[config.mk]
export PLATFORM = sky130hd
export DESIGN_NAME = at_response_line_classifier
export DESIGN_NICKNAME = d
export VERILOG_FILES = /design/src/hdl/arlc_pkg.sv /design/src/hdl/arlc_ctrl.sv /design/src/hdl/arlc_datapath.sv /design/src/hdl/at_response_line_classifier.sv
export SDC_FILE = /design/constraint.sdc
export NUM_CORES = 1
export LEC_CHECK = 0
export ABC_CLOCK_PERIOD_IN_PS = 5150
export BUFFER_PORTS_ARGS = -buffer_cell sky130_fd_sc_hd__buf_4
export CAP_MARGIN = 20
export CELL_PAD_IN_SITES_DETAIL_PLACEMENT = 1
export CELL_PAD_IN_SITES_GLOBAL_PLACEMENT = 1
export CORE_MARGIN = 10
export CORE_UTILIZATION = 48
export CTS_BUF_LIST = sky130_fd_sc_hd__clkbuf_8 sky130_fd_sc_hd__clkbuf_16
export CTS_CLUSTER_SIZE = 14
export DETAILED_ROUTE_END_ITERATION = 12
export PLACE_DENSITY_LB_ADDON = 0.1
export SLEW_MARGIN = 20
export SYNTH_ARGS = -nofsm -noshare
export SYNTH_HDL_FRONTEND = slang
export SYNTH_SLANG_ARGS = --single-unit
[constraint.sdc]
create_clock -name clk -period 5.15 [get_ports clk]
set_clock_uncertainty 0.2 [all_clocks]
set_input_delay 0.7725 -clock clk [delete_from_list [all_inputs] [get_ports clk]]
set_output_delay 0.7725 -clock clk [all_outputs]
set_load 0.02 [all_outputs]
[src/hdl/arlc_pkg.sv]
// ----------------------------------------------------------------------------
// arlc_pkg
// Shared types, constants and pattern tables for the response line classifier.
// ----------------------------------------------------------------------------
package arlc_pkg;

  // line store geometry
  localparam int LINE_BYTES = 64;
  localparam int CNT_W      = $clog2(LINE_BYTES);

  // pattern table geometry
  localparam int PAT_MAX  = 21;
  localparam int PAT_W    = 8 * PAT_MAX;
  localparam int NUM_PAT  = 16;
  localparam int EVT_OFF  = 5;
  localparam int MC_LEN   = 9;

  // pattern ids, line-level words first
  localparam int P_OK         = 0;
  localparam int P_PARAM_ERR  = 1;
  localparam int P_BUSY_ERR   = 2;
  localparam int P_NO_NET     = 3;
  localparam int P_AT_ERR     = 4;
  localparam int P_RX_ERR     = 5;
  localparam int P_EVT        = 6;
  localparam int P_JOINED     = 7;
  localparam int P_JOIN_FAIL  = 8;
  localparam int P_TX_DONE    = 9;
  localparam int P_CONF_OK    = 10;
  localparam int P_CONF_FAIL  = 11;
  localparam int P_RX         = 12;
  localparam int P_P2P_TX     = 13;
  localparam int P_P2P_RX     = 14;
  localparam int P_LINKCHECK  = 15;
  localparam int P_MCAST      = 16;

  // special bytes
  localparam logic [7:0] CH_TAB   = 8'h09;
  localparam logic [7:0] CH_LF    = 8'h0A;
  localparam logic [7:0] CH_CR    = 8'h0D;
  localparam logic [7:0] CH_SPACE = 8'h20;
  localparam logic [7:0] CH_PLUS  = 8'h2B;
  localparam logic [7:0] CH_MINUS = 8'h2D;
  localparam logic [7:0] CH_ZERO  = 8'h30;
  localparam logic [7:0] CH_NINE  = 8'h39;
  localparam logic [7:0] CH_COLON = 8'h3A;

  // line kinds
  localparam logic [1:0] KIND_STATUS  = 2'd0;
  localparam logic [1:0] KIND_EVENT   = 2'd1;
  localparam logic [1:0] KIND_VALUE   = 2'd2;
  localparam logic [1:0] KIND_UNKNOWN = 2'd3;

  // status codes
  localparam logic [2:0] STS_OK        = 3'd0;
  localparam logic [2:0] STS_PARAM_ERR = 3'd1;
  localparam logic [2:0] STS_BUSY      = 3'd2;
  localparam logic [2:0] STS_NO_NET    = 3'd3;
  localparam logic [2:0] STS_ERROR     = 3'd4;

  // event codes
  localparam logic [3:0] EVK_JOINED    = 4'd0;
  localparam logic [3:0] EVK_JOIN_FAIL = 4'd1;
  localparam logic [3:0] EVK_TX_DONE   = 4'd2;
  localparam logic [3:0] EVK_CONF_OK   = 4'd3;
  localparam logic [3:0] EVK_CONF_FAIL = 4'd4;
  localparam logic [3:0] EVK_RX        = 4'd5;
  localparam logic [3:0] EVK_P2P_TX    = 4'd6;
  localparam logic [3:0] EVK_P2P_RX    = 4'd7;
  localparam logic [3:0] EVK_LINKCHECK = 4'd8;
  localparam logic [3:0] EVK_MAX       = 4'd8;

  // token counter: tokens after the port token are ignored
  localparam logic [2:0] TOK_RSSI = 3'd2;
  localparam logic [2:0] TOK_SNR  = 3'd3;
  localparam logic [2:0] TOK_MC   = 3'd4;
  localparam logic [2:0] TOK_PORT = 3'd5;
  localparam logic [2:0] TOK_SAT  = 3'd6;

  typedef enum logic [2:0] {
    ST_IDLE,
    ST_WALK,
    ST_DRAIN,
    ST_CLOSE,
    ST_FINISH
  } state_t;

  typedef enum logic [1:0] {
    PH_WS,
    PH_DIG,
    PH_DONE
  } phase_t;

  typedef struct packed {
    logic store;
    logic start;
    logic walk;
    logic close;
    logic finish;
  } cmd_t;

  typedef struct packed {
    logic in_lf;
    logic in_cr;
    logic line_empty;
    logic reads_done;
    logic out_free;
  } stat_t;

  function automatic logic [PAT_W-1:0] pat_str(int id);
    logic [PAT_W-1:0] s;
    unique case (id)
      P_OK:        s = "OK";
      P_PARAM_ERR: s = {"AT_PARAM", "_ERROR"};
      P_BUSY_ERR:  s = {"AT_BUSY", "_ERROR"};
      P_NO_NET:    s = {"AT_NO_NETWORK", "_JOINED"};
      P_AT_ERR:    s = {"AT_", "ERROR"};
      P_RX_ERR:    s = {"AT_RX", "_ERROR"};
      P_EVT:       s = "+EVT:";
      P_JOINED:    s = "JOINED";
      P_JOIN_FAIL: s = {"JOIN", "_FAILED"};
      P_TX_DONE:   s = "TX_DONE";
      P_CONF_OK:   s = {"SEND_CONFIRMED", "_OK"};
      P_CONF_FAIL: s = {"SEND_CONFIRMED", "_FAILED"};
      P_RX:        s = "RX_";
      P_P2P_TX:    s = "TXP2P DONE";
      P_P2P_RX:    s = "RXP2P";
      P_LINKCHECK: s = "LINKCHECK";
      P_MCAST:     s = "MULTICAST";
      default:     s = '0;
    endcase
    return s;
  endfunction

  function automatic int pat_len(int id);
    int n;
    unique case (id)
      P_OK:        n = 2;
      P_PARAM_ERR: n = 14;
      P_BUSY_ERR:  n = 13;
      P_NO_NET:    n = 20;
      P_AT_ERR:    n = 8;
      P_RX_ERR:    n = 11;
      P_EVT:       n = 5;
      P_JOINED:    n = 6;
      P_JOIN_FAIL: n = 11;
      P_TX_DONE:   n = 7;
      P_CONF_OK:   n = 17;
      P_CONF_FAIL: n = 21;
      P_RX:        n = 3;
      P_P2P_TX:    n = 10;
      P_P2P_RX:    n = 5;
      P_LINKCHECK: n = 9;
      P_MCAST:     n = MC_LEN;
      default:     n = 0;
    endcase
    return n;
  endfunction

  // event names start after the event prefix
  function automatic int pat_off(int id);
    return (id > P_EVT) ? EVT_OFF : 0;
  endfunction

  function automatic logic [7:0] pat_char(int id, int k);
    logic [PAT_W-1:0] s;
    int n;
    s = pat_str(id);
    n = pat_len(id);
    if (k < 0 || k >= n) return 8'h00;
    return s[8*(n-1-k) +: 8];
  endfunction

endpackage

[src/hdl/arlc_ctrl.sv]
// ----------------------------------------------------------------------------
// arlc_ctrl
// Sequencer: collects line bytes, then walks the store and finishes the line.
// ----------------------------------------------------------------------------
module arlc_ctrl (
  input  logic            clk,
  input  logic            rst,
  input  logic            in_valid,
  output logic            in_stall,
  input  arlc_pkg::stat_t st,
  output arlc_pkg::cmd_t  cmd
);

  arlc_pkg::state_t state, state_next;

  // state register
  always_ff @(posedge clk) begin
    if (rst) state <= arlc_pkg::ST_IDLE;
    else     state <= state_next;
  end

  // next state and commands
  always_comb begin
    state_next = state;
    cmd        = '0;
    in_stall   = 1'b1;
    unique case (state)
      arlc_pkg::ST_IDLE: begin
        in_stall = 1'b0;
        if (in_valid && !st.in_cr) begin
          if (!st.in_lf) begin
            cmd.store = 1'b1;
          end else if (!st.line_empty) begin
            cmd.start  = 1'b1;
            state_next = arlc_pkg::ST_WALK;
          end
        end
      end
      arlc_pkg::ST_WALK: begin
        cmd.walk = 1'b1;
        if (st.reads_done) state_next = arlc_pkg::ST_DRAIN;
      end
      arlc_pkg::ST_DRAIN: begin
        state_next = arlc_pkg::ST_CLOSE;
      end
      arlc_pkg::ST_CLOSE: begin
        cmd.close  = 1'b1;
        state_next = arlc_pkg::ST_FINISH;
      end
      arlc_pkg::ST_FINISH: begin
        if (st.out_free) begin
          cmd.finish = 1'b1;
          state_next = arlc_pkg::ST_IDLE;
        end
      end
      default: state_next = arlc_pkg::ST_IDLE;
    endcase
  end

endmodule

[src/hdl/arlc_datapath.sv]
// ----------------------------------------------------------------------------
// arlc_datapath
// Line store, byte-serial pattern matchers, rx field tokenizer, result register.
// ----------------------------------------------------------------------------
module arlc_datapath (
  input  logic               clk,
  input  logic               rst,
  input  arlc_pkg::cmd_t     cmd,
  output arlc_pkg::stat_t    st,
  input  logic [7:0]         rx_byte,
  input  logic               out_stall,
  output logic               out_valid,
  output logic [1:0]         line_kind,
  output logic [2:0]         status_code,
  output logic [3:0]         event_kind,
  output logic signed [15:0] rx_rssi,
  output logic signed [15:0] rx_snr,
  output logic               rx_multicast,
  output logic [7:0]         rx_port,
  output logic [5:0]         value_length
);

  localparam int CW = arlc_pkg::CNT_W;

  logic [7:0]    mem [arlc_pkg::LINE_BYTES];
  logic [CW-1:0] line_count;
  logic [CW-1:0] rd_ptr;
  logic [CW-1:0] proc_pos;
  logic          proc_v;
  logic [7:0]    mem_q;
  logic          stopped;
  logic [CW-1:0] eff;
  logic [arlc_pkg::NUM_PAT-1:0] flags, flags_next;

  // tokenizer state
  logic             in_tok, in_tok_next;
  logic [2:0]       tok_cnt, tok_cnt_next;
  logic [CW-1:0]    tok_len, tok_len_next;
  arlc_pkg::phase_t phase, phase_next;
  logic [15:0]      acc, acc_next;
  logic             neg, neg_next;
  logic             mc_ok, mc_ok_next;
  logic             close_now;

  // candidate rx fields
  logic [15:0] cand_rssi, cand_snr;
  logic [7:0]  cand_port;
  logic        cand_mc;
  logic        cand_rssi_v, cand_snr_v, cand_mc_v, cand_port_v;

  // held values
  logic [15:0] held_rssi, held_snr;
  logic        held_mc;
  logic [7:0]  held_port;
  logic [5:0]  held_vlen;
  logic [15:0] held_rssi_next, held_snr_next;
  logic        held_mc_next;
  logic [7:0]  held_port_next;
  logic [5:0]  held_vlen_next;

  logic        act;
  logic [15:0] tok_val;
  logic [1:0]  kind_c;
  logic [2:0]  status_c;
  logic [3:0]  evk_c;

  // status to controller
  always_comb begin
    st.in_lf      = (rx_byte == arlc_pkg::CH_LF);
    st.in_cr      = (rx_byte == arlc_pkg::CH_CR);
    st.line_empty = (line_count == '0);
    st.reads_done = (rd_ptr == line_count);
    st.out_free   = !out_valid || !out_stall;
  end

  // line store write and registered read
  always_ff @(posedge clk) begin
    if (cmd.store && line_count < CW'(arlc_pkg::LINE_BYTES - 1)) begin
      mem[line_count] <= rx_byte;
    end
    mem_q <= mem[rd_ptr];
  end

  // byte count and read pointer
  always_ff @(posedge clk) begin
    if (rst) begin
      line_count <= '0;
      rd_ptr     <= '0;
      proc_v     <= 1'b0;
    end else begin
      if (cmd.store && line_count < CW'(arlc_pkg::LINE_BYTES - 1)) begin
        line_count <= line_count + 1'b1;
      end else if (cmd.finish) begin
        line_count <= '0;
      end
      if (cmd.start) begin
        rd_ptr <= '0;
        proc_v <= 1'b0;
      end else if (cmd.walk && !st.reads_done) begin
        rd_ptr <= rd_ptr + 1'b1;
        proc_v <= 1'b1;
      end else begin
        proc_v <= 1'b0;
      end
    end
  end

  always_ff @(posedge clk) begin
    proc_pos <= rd_ptr;
  end

  assign act = proc_v && !stopped && (mem_q != 8'h00);

  // pattern matchers: one byte per cycle against every line and event word
  always_comb begin
    int off, len, p;
    flags_next = flags;
    for (p = 0; p < arlc_pkg::NUM_PAT; p++) begin
      off = arlc_pkg::pat_off(p);
      len = arlc_pkg::pat_len(p);
      if (int'(proc_pos) >= off && int'(proc_pos) < off + len &&
          mem_q != arlc_pkg::pat_char(p, int'(proc_pos) - off)) begin
        flags_next[p] = 1'b0;
      end
    end
  end

  // rx tokenizer: colon-separated fields after the event prefix
  always_comb begin
    in_tok_next  = in_tok;
    tok_cnt_next = tok_cnt;
    tok_len_next = tok_len;
    phase_next   = phase;
    acc_next     = acc;
    neg_next     = neg;
    mc_ok_next   = mc_ok;
    close_now    = 1'b0;
    if (act && int'(proc_pos) >= arlc_pkg::EVT_OFF) begin
      if (mem_q == arlc_pkg::CH_COLON) begin
        close_now   = in_tok;
        in_tok_next = 1'b0;
      end else begin
        if (!in_tok) begin
          tok_cnt_next = (tok_cnt == arlc_pkg::TOK_SAT) ? tok_cnt : tok_cnt + 1'b1;
          tok_len_next = '0;
          phase_next   = arlc_pkg::PH_WS;
          acc_next     = '0;
          neg_next     = 1'b0;
          mc_ok_next   = 1'b1;
        end
        in_tok_next = 1'b1;
        // multicast word match
        mc_ok_next = mc_ok_next && (int'(tok_len_next) < arlc_pkg::MC_LEN) &&
                     (mem_q == arlc_pkg::pat_char(arlc_pkg::P_MCAST, int'(tok_len_next)));
        tok_len_next = tok_len_next + 1'b1;
        // number parse
        case (phase_next)
          arlc_pkg::PH_WS: begin
            if (mem_q == arlc_pkg::CH_SPACE ||
                (mem_q >= arlc_pkg::CH_TAB && mem_q <= arlc_pkg::CH_CR)) begin
              phase_next = arlc_pkg::PH_WS;
            end else if (mem_q == arlc_pkg::CH_PLUS || mem_q == arlc_pkg::CH_MINUS) begin
              neg_next   = (mem_q == arlc_pkg::CH_MINUS);
              phase_next = arlc_pkg::PH_DIG;
            end else if (mem_q >= arlc_pkg::CH_ZERO && mem_q <= arlc_pkg::CH_NINE) begin
              acc_next   = {12'd0, mem_q[3:0]};
              phase_next = arlc_pkg::PH_DIG;
            end else begin
              phase_next = arlc_pkg::PH_DONE;
            end
          end
          arlc_pkg::PH_DIG: begin
            if (mem_q >= arlc_pkg::CH_ZERO && mem_q <= arlc_pkg::CH_NINE) begin
              acc_next = {acc_next[12:0], 3'b000} + {acc_next[14:0], 1'b0} +
                         {12'd0, mem_q[3:0]};
            end else begin
              phase_next = arlc_pkg::PH_DONE;
            end
          end
          default: phase_next = arlc_pkg::PH_DONE;
        endcase
      end
    end else if (cmd.close) begin
      close_now   = in_tok;
      in_tok_next = 1'b0;
    end
  end

  assign tok_val = neg ? (16'd0 - acc) : acc;

  // scan registers
  always_ff @(posedge clk) begin
    if (cmd.start) begin
      stopped     <= 1'b0;
      eff         <= '0;
      flags       <= '1;
      in_tok      <= 1'b0;
      tok_cnt     <= '0;
      tok_len     <= '0;
      phase       <= arlc_pkg::PH_WS;
      acc         <= '0;
      neg         <= 1'b0;
      mc_ok       <= 1'b0;
      cand_rssi_v <= 1'b0;
      cand_snr_v  <= 1'b0;
      cand_mc_v   <= 1'b0;
      cand_port_v <= 1'b0;
    end else begin
      if (proc_v && !stopped && mem_q == 8'h00) stopped <= 1'b1;
      if (act) begin
        eff   <= proc_pos + 1'b1;
        flags <= flags_next;
      end
      in_tok  <= in_tok_next;
      tok_cnt <= tok_cnt_next;
      tok_len <= tok_len_next;
      phase   <= phase_next;
      acc     <= acc_next;
      neg     <= neg_next;
      mc_ok   <= mc_ok_next;
      // field commit on token close
      if (close_now) begin
        case (tok_cnt)
          arlc_pkg::TOK_RSSI: begin
            cand_rssi   <= tok_val;
            cand_rssi_v <= 1'b1;
          end
          arlc_pkg::TOK_SNR: begin
            cand_snr   <= tok_val;
            cand_snr_v <= 1'b1;
          end
          arlc_pkg::TOK_MC: begin
            cand_mc   <= mc_ok && (int'(tok_len) == arlc_pkg::MC_LEN);
            cand_mc_v <= 1'b1;
          end
          arlc_pkg::TOK_PORT: begin
            cand_port   <= tok_val[7:0];
            cand_port_v <= 1'b1;
          end
          default: ;
        endcase
      end
    end
  end

  // line classification at end of walk
  function automatic logic hit_exact(logic [arlc_pkg::NUM_PAT-1:0] f,
                                     logic [CW-1:0] n, int id);
    return f[id] && (int'(n) == arlc_pkg::pat_off(id) + arlc_pkg::pat_len(id));
  endfunction

  function automatic logic hit_prefix(logic [arlc_pkg::NUM_PAT-1:0] f,
                                      logic [CW-1:0] n, int id);
    return f[id] && (int'(n) >= arlc_pkg::pat_off(id) + arlc_pkg::pat_len(id));
  endfunction

  always_comb begin
    logic is_rx;
    is_rx          = 1'b0;
    kind_c         = arlc_pkg::KIND_STATUS;
    status_c       = arlc_pkg::STS_OK;
    evk_c          = arlc_pkg::EVK_JOINED;
    held_vlen_next = held_vlen;
    if (hit_exact(flags, eff, arlc_pkg::P_OK)) begin
      status_c = arlc_pkg::STS_OK;
    end else if (hit_exact(flags, eff, arlc_pkg::P_PARAM_ERR)) begin
      status_c = arlc_pkg::STS_PARAM_ERR;
    end else if (hit_exact(flags, eff, arlc_pkg::P_BUSY_ERR)) begin
      status_c = arlc_pkg::STS_BUSY;
    end else if (hit_exact(flags, eff, arlc_pkg::P_NO_NET)) begin
      status_c = arlc_pkg::STS_NO_NET;
    end else if (hit_exact(flags, eff, arlc_pkg::P_AT_ERR) ||
                 hit_exact(flags, eff, arlc_pkg::P_RX_ERR)) begin
      status_c = arlc_pkg::STS_ERROR;
    end else if (hit_prefix(flags, eff, arlc_pkg::P_EVT)) begin
      kind_c = arlc_pkg::KIND_EVENT;
      if (hit_prefix(flags, eff, arlc_pkg::P_JOINED)) begin
        evk_c = arlc_pkg::EVK_JOINED;
      end else if (hit_prefix(flags, eff, arlc_pkg::P_JOIN_FAIL)) begin
        evk_c = arlc_pkg::EVK_JOIN_FAIL;
      end else if (hit_prefix(flags, eff, arlc_pkg::P_TX_DONE)) begin
        evk_c = arlc_pkg::EVK_TX_DONE;
      end else if (hit_prefix(flags, eff, arlc_pkg::P_CONF_OK)) begin
        evk_c = arlc_pkg::EVK_CONF_OK;
      end else if (hit_exact(flags, eff, arlc_pkg::P_CONF_FAIL)) begin
        evk_c = arlc_pkg::EVK_CONF_FAIL;
      end else if (hit_prefix(flags, eff, arlc_pkg::P_RX)) begin
        evk_c = arlc_pkg::EVK_RX;
        is_rx = 1'b1;
      end else if (hit_prefix(flags, eff, arlc_pkg::P_P2P_TX)) begin
        evk_c = arlc_pkg::EVK_P2P_TX;
      end else if (hit_prefix(flags, eff, arlc_pkg::P_P2P_RX)) begin
        evk_c = arlc_pkg::EVK_P2P_RX;
      end else if (hit_prefix(flags, eff, arlc_pkg::P_LINKCHECK)) begin
        evk_c = arlc_pkg::EVK_LINKCHECK;
      end else begin
        kind_c = arlc_pkg::KIND_UNKNOWN;
      end
    end else begin
      kind_c         = arlc_pkg::KIND_VALUE;
      held_vlen_next = (int'(eff) > 63) ? 6'd63 : 6'(eff);
    end
    held_rssi_next = (is_rx && cand_rssi_v) ? cand_rssi : held_rssi;
    held_snr_next  = (is_rx && cand_snr_v)  ? cand_snr  : held_snr;
    held_mc_next   = (is_rx && cand_mc_v)   ? cand_mc   : held_mc;
    held_port_next = (is_rx && cand_port_v) ? cand_port : held_port;
  end

  // held values
  always_ff @(posedge clk) begin
    if (rst) begin
      held_rssi <= '0;
      held_snr  <= '0;
      held_mc   <= 1'b0;
      held_port <= '0;
      held_vlen <= '0;
    end else if (cmd.finish) begin
      held_rssi <= held_rssi_next;
      held_snr  <= held_snr_next;
      held_mc   <= held_mc_next;
      held_port <= held_port_next;
      held_vlen <= held_vlen_next;
    end
  end

  // result word register
  always_ff @(posedge clk) begin
    if (rst) begin
      out_valid <= 1'b0;
    end else if (cmd.finish) begin
      out_valid <= 1'b1;
    end else if (!out_stall) begin
      out_valid <= 1'b0;
    end
    if (cmd.finish) begin
      line_kind    <= kind_c;
      status_code  <= status_c;
      event_kind   <= evk_c;
      rx_rssi      <= held_rssi_next;
      rx_snr       <= held_snr_next;
      rx_multicast <= held_mc_next;
      rx_port      <= held_port_next;
      value_length <= held_vlen_next;
    end
  end

endmodule

[src/hdl/at_response_line_classifier.sv]
// ----------------------------------------------------------------------------
// at_response_line_classifier
// Top level: byte-wide modem receive in, one classified word per non-empty line out.
// ----------------------------------------------------------------------------
// Bytes other than CR and LF are taken one per cycle while idle into a 64-byte
// line store (63 kept, later bytes dropped). On LF with a non-empty line the
// block stops taking bytes and walks the store once, one stored byte per cycle
// through a single-port read, and holds the input off until its result word is
// loaded; a stalled result holds the block in that last step. Empty lines give
// no word and do not stall the input.
module at_response_line_classifier (
  input  logic               clk,
  input  logic               rst,
  input  logic               in_valid,
  output logic               in_stall,
  input  logic [7:0]         rx_byte,
  output logic               out_valid,
  input  logic               out_stall,
  output logic [1:0]         line_kind,
  output logic [2:0]         status_code,
  output logic [3:0]         event_kind,
  output logic signed [15:0] rx_rssi,
  output logic signed [15:0] rx_snr,
  output logic               rx_multicast,
  output logic [7:0]         rx_port,
  output logic [5:0]         value_length
);

  arlc_pkg::cmd_t  cmd;
  arlc_pkg::stat_t st;

  // sequencer
  arlc_ctrl u_ctrl (
    .clk      (clk),
    .rst      (rst),
    .in_valid (in_valid),
    .in_stall (in_stall),
    .st       (st),
    .cmd      (cmd)
  );

  // store, matchers and result register
  arlc_datapath u_dp (
    .clk          (clk),
    .rst          (rst),
    .cmd          (cmd),
    .st           (st),
    .rx_byte      (rx_byte),
    .out_stall    (out_stall),
    .out_valid    (out_valid),
    .line_kind    (line_kind),
    .status_code  (status_code),
    .event_kind   (event_kind),
    .rx_rssi      (rx_rssi),
    .rx_snr       (rx_snr),
    .rx_multicast (rx_multicast),
    .rx_port      (rx_port),
    .value_length (value_length)
  );

endmodule

# == Word level (Yosys, flattened, before mapping) ==
# Memories as Yosys holds them, arrays and structs flattened. A register that Yosys moved wholly into a read port is not among the register bits.
# Cells that the tools add are included.
# totals
in_bits,12
ram_bits,512
regBits,224
word_cells,605
memories,1
# op_classes
mux,268
reduce_logical,125
bitwise,5
n_lt_le_gt_ge,47
eq_ne,48
n_addsub,36
shift,17
# memory_table
name,depth,word_bits,read_ports,rd_clocked_by_memory_dff,wr,line,source
u_dp.mem,64,8,1,1,1,arlc_datapath.sv:25,logic [7:0] mem [arlc_pkg::LINE_BYTES];
# op_table
cell,n
32-bit 2-to-1 mux,111
168-bit by 32-bit indexed part select with 8-bit output (first input constant),16
168-bit 2-to-1 mux,2
7-bit by 32-bit greater-or-equal comparator with 1-bit output,10
8-bit 2-to-1 mux,37
4-bit by 32-bit adder with 32-bit output (first input constant),9
7-bit by 32-bit == test with 1-bit output,6
168-bit by 32-bit indexed part select with 8-bit output,1
16-bit 2-to-1 mux,10
8-bit != test,16
6-bit 2-to-1 mux,11
1-bit 2-to-1 mux,60
1-bit logical AND,57
6-bit by 4-bit < comparator with 1-bit output (second input constant),8
2-bit 2-to-1 mux,23
2-bit AND reduction,21
8-bit by 6-bit == test with 1-bit output (second input constant),4
16-bit case mux with 2 select lines,1
3-bit 2-to-1 mux,10
29-bit by 2-bit subtractor with 29-bit output (second input constant),1
29-bit by 7-bit subtractor with 29-bit output,1
6-bit by 1-bit adder with 6-bit output (second input constant),4
6-bit by 4-bit greater-or-equal comparator with 1-bit output (second input constant),4
6-bit by 5-bit < comparator with 1-bit output (second input constant),4
other kinds (63),119

# == Logic depth before layout (Yosys ltp) ==
# depth
depth_word,155
mapped_depth,20
ltp_nobuf,14

# == Cells and area by module ==
# Synthesis repeated with hierarchy kept, for this count alone.
# hier_totals
hier_cells,2603
hier_area_um2,34886.0
# modules_own_cells
module,area_per_inst_um2,cells_per_inst,instances,seq_area_each_um2
arlc_datapath,34689.5,2584,1,20930.1
arlc_ctrl,196.4,19,1,60.1

# == Worst setup path after synthesis ==
# No wires, ideal clock.
# synth_path
kind,register to register
from,reg u_dp.proc_pos[0]
to,reg u_dp.flags[11] in the netlist's numbering
required_ps,4863
slack_ps,117
period_less_slack_ps,5033
arrival_ps,4746
setup_time_ps,87
path_stages_with_launch,20
path_cell_list,dfxtp_1 -> buf_2 -> inv_1 -> clkbuf_1 -> clkbuf_1 -> buf_1 -> ha_1 -> xnor2_4 -> clkbuf_1 -> clkbuf_1 -> ha_1 -> clkbuf_1 -> o21ai_0 -> and4_1 -> mux2i_1 -> a211oi_1 -> a21oi_1 -> xnor2_1 -> or4_1 -> o31ai_1
# synth_between
elab_chain_len,8
# synth_rtl
element,line,source
"start, declared",arlc_datapath.sv:28,logic [CW-1:0] proc_pos;
"start signal, assigned",arlc_datapath.sv:109,proc_pos <= rd_ptr;
branches (longest 6 deep; another with 6-bit by 7-bit subtractor with 8-bit output),n/a,
1-bit logical AND (*),arlc_datapath.sv:121,if (int'(proc_pos) >= off && int'(proc_pos) < off + len &&
2-bit AND reduction (no source line) (*),n/a,
"end signal, assigned",arlc_datapath.sv:212,flags <= flags_next;
"end, declared",arlc_datapath.sv:33,"logic [arlc_pkg::NUM_PAT-1:0] flags, flags_next;"
# Mark *: on every way between the ends.
# A chain may end at the register's enable or synchronous reset.

# == Worst setup path after layout ==
# layout_path
from,reg u_dp.proc_pos[1]
to,reg u_dp.flags[11] in the netlist's numbering
# The elaborated chain is that of the path after synthesis.

==> results.toml <==
[global_route]
grt_max_degree = 93
antenna_found_initial = 1
gr-total-overflow = 0
grt_pass1_wl_um = 149500
grtUsageTotal_pct = 23.35
grt_pass1_vias = 23320

[cells_and_area]
area_growth_syn_to_layout_pct = 11.89
nets = 2724
drive_gt1_share_pct = 18.93

[clock_tree]
h-tree-depth = 3
post_cts_buffers = 0
clk_pin_slew_worst_paths_ns = 0.06
clock_sinks = 744
cts-buffers-inserted = 77
root_buffer = "clkbuf_16"
ctsHoldBuffers = 0
cts_resized = 0
max-clock-path-buffers = 3
clock_latency_ns = 0.65
cts_tree = "built"

[sta]
period_minus_slack_ns = 4.357
fin_ws_ns = 0.7933
rsz0062_at_grt = "no"
finalCritPeriodShare_pct = 84.60
max_freq_ghz = 0.2295
fin_tns_setup_ns = 0
slew_headroom_pct = 30.19
holdWs_ns = 0.2410
final_hold_viol_count = 0
setup_violations = 0
worst_pin_slew_ns = 1.042
slew_violations = 0

[yosys]
ys.flop_type = "edfxtp_1"
synth-xor-area-share_pct = 2.873
synth_top_area_share_pct = 52.49
synth_simple_gate_area_share_pct = 9.862
synth_fa_ha_area_share_pct = 2.413
synthTopCellsByCount = "edfxtp_1 (609), nand2_1 (238), nor2_1 (218)"
syn_area_sq_um = 34840
yosysWarnings = 0
synthCells = 2599
synth_top_family_by_area = "multiplexers"
syn_avg_cell_area_sq_um = 13.41
synth.area.mux_share_pct = 13.14
yosysTopAreaCell = "edfxtp_1"
synth.most_common_cell = "edfxtp_1"
synthArstFlopShare_pct = 0
yosysSeqAreaShare_pct = 60.25
synth_cell_types = 91
synthesis.nets = 2677
ys_seq_elements = 744
synth_compound_area_share_pct = 9.043
synth-edff-count = 609
synth.area.top_cells = "edfxtp_1 (52%), mux4_2 (11%), dfxtp_1 (7.8%)"

[critical_path]
criticalPathCategory = "reg -> reg"
path_delay_family = "adder cells"
cp.arrival_ns = 4.70
cp-start-kind = "flip-flop"
crit_chain = "buf_4, inv_1, ha_1, clkinv_1, ha_1, inv_1, and4_1, mux2i_1, a211oi_1, a21oi_1, xnor2_1, or4_1, o31ai_1"
slowest_stage = "ha_1"
rrSetupSlack_ns = 0.79
path_buf_inv = 4
ff2ff_path_depth = 13
cp_max_fo = 25
r2r_start = "u_dp.proc_pos[1]$_DFF_P_"
cp-end-kind = "flip-flop"
r2r-end = "u_dp.flags[11]$_SDFFE_PP1P_"
cp_data_required_time_ns = 5.49
critPathMaxStageDelay_ns = 0.67

[hold_path]
hold_start = "out_stall"
whs_endpoint = "u_ctrl.state[2]$_SDFFE_PP0P_"
hold_path.class = "in -> reg"
min_path_cells = 3

[power_and_ir_drop]
switching_share_pct = 22.73
pwr-share-seq_pct = 51.4
ir_drop_mv = 0.3438
powerDensity_nw_per_um2 = 328.1
power_mw = 12.79
p_leak_nw = 12.94
p_sw_mw = 2.907
p_clk_share_pct = 42.7
pwr-share-comb_pct = 5.9
p_int_mw = 9.882

[floorplanning]
rows = 98
design.core.area_sq_um = 71730
start_util_pct = 48.57
die_h_um = 289.4
die_area_sq_um = 83760
die_w_um = 289.4
io_pins = 70

[route]
routedWlPerCell_um = 26.63
drc = 0
first_iter_violations = 1714
drt_pass1_iterations = 7
drt-total-wl_um = 97500
avgViaCountPerCell = 6.194
drtAntennaViolNets = 0
vias = 22680

[place]
dp_slack_ns = 0.8546
gp_congestion = 0.8686
io_buffers = 69
hpwlAfterDp_um = 64220

[outcome]
outcome = "finished, final reports clean"

[job]
drv_cap = 0
[placed cells by master (no fill, tap or decap), types with 78 or more instances in the layout]
cell       instances
nand2_1          238
a21oi_1          141
mux4_2           168
edfxtp_1         609
o21ai_0          100
xnor2_1           78
nor2_1           217
dfxtp_1          128
clkbuf_16         78
buf_4            130
[flip-flops by register name, summed over array words and instances (netlist names), 16 cells and up]
| name | flops |
|---|---|
| u_dp.acc | 16 |
| u_dp.cand_rssi | 16 |
| u_dp.cand_snr | 16 |
| u_dp.flags | 16 |
| u_dp.held_rssi | 16 |
| u_dp.held_snr | 16 |
| u_dp.mem | 512 |
| u_dp.rx_rssi | 16 |
| u_dp.rx_snr | 16 |
[how the worst max path moves through the flow]
stage,startpoint,to,cells after the start
5_1_grt,u_dp.proc_pos[2]$_DFF_P_,u_dp.flags[10]$_SDFFE_PP1P_,10
4_1_cts,u_dp.proc_pos[1]$_DFF_P_,u_dp.flags[11]$_SDFFE_PP1P_,13
3_3_place_gp,u_dp.proc_pos[1]$_DFF_P_,u_dp.flags[11]$_SDFFE_PP1P_,13
6_report,u_dp.proc_pos[1]$_DFF_P_,u_dp.flags[11]$_SDFFE_PP1P_,13
3_5_place_dp,u_dp.proc_pos[1]$_DFF_P_,u_dp.flags[11]$_SDFFE_PP1P_,13
2_1_floorplan,u_dp.proc_pos[0]$_DFF_P_,u_dp.flags[11]$_SDFFE_PP1P_,19
[per-stage QoR]
| stage | instances | instance area [sq um] | util (%) |
|---|---|---|---|
| after floorplan | 2599 | 34840 | - |
| after global routing | 3660 | 38980 | 54.34 |
| after global placement | 3516 | 36450 | 50.82 |
| after CTS | 3659 | 38960 | 54.32 |
| final | 3661 | 38980 | 54.34 |
| after detailed placement | 3516 | 36450 | 50.82 |
[worst register-to-register path, delay by kind of cell, from the launching register on]
kind                       cells  cell delay, ns
xor gates and xnor gates       1            0.14
and+or+nand+nor                2            0.76
AOI/OAI and AO/OA              3            0.56
adders and majority gates      2            1.11
buffers and inverters          4            1.08
DFF                            1            0.31
muxes                          1            0.12
[layer usage]
metal / routed length, um / track usage, % / up-vias / share of wire (%)
met5: 0 / 0 / - / 0
li1: - / - / 10090 / -
met1: 41340 / 31.77 / 11730 / 42
met2: 48200 / 38.81 / 700 / 49
met4: 2624 / 7.061 / 0 / 2.7
met3: 5339 / 3.017 / 156 / 5.5
[cell families (layout without fill, tap and decap cells)]
family / Yosys count / after routing
AO/OA/AOI/OAI: 486 / 486
adder cells (fa/ha/maj): 66 / 66
multiplexers: 241 / 241
buffers and inverters: 214 / 325
AND/OR/NAND/NOR: 740 / 740
flip-flops: 744 / 744
XOR/XNOR: 108 / 108
other: 0 / 1
[cell type report]
type	instances	area, sq um
Fill cell	7027	32750
Sequential cell	744	21000
Multi-Input combinational cell	1641	13040
Clock buffer	81	1993
Tap cell	950	1189
Timing Repair Buffer	134	1056
Clock inverter	62	519.2
Inverter	48	181.4
Antenna cell	1	2.502
[power groups by stage]
stage | registers, mW | logic (mW) | clock network, mW
2_1_floorplan | 6.68 | 0.492 | 0
3_3_place_gp | 6.70 | 0.728 | 0
3_5_place_dp | 6.70 | 0.755 | 0
4_1_cts | 6.57 | 0.758 | 5.57
5_1_grt | 6.57 | 0.827 | 5.80
6_report | 6.57 | 0.753 | 5.46
Note: power is estimated with default switching activity, not from simulation.
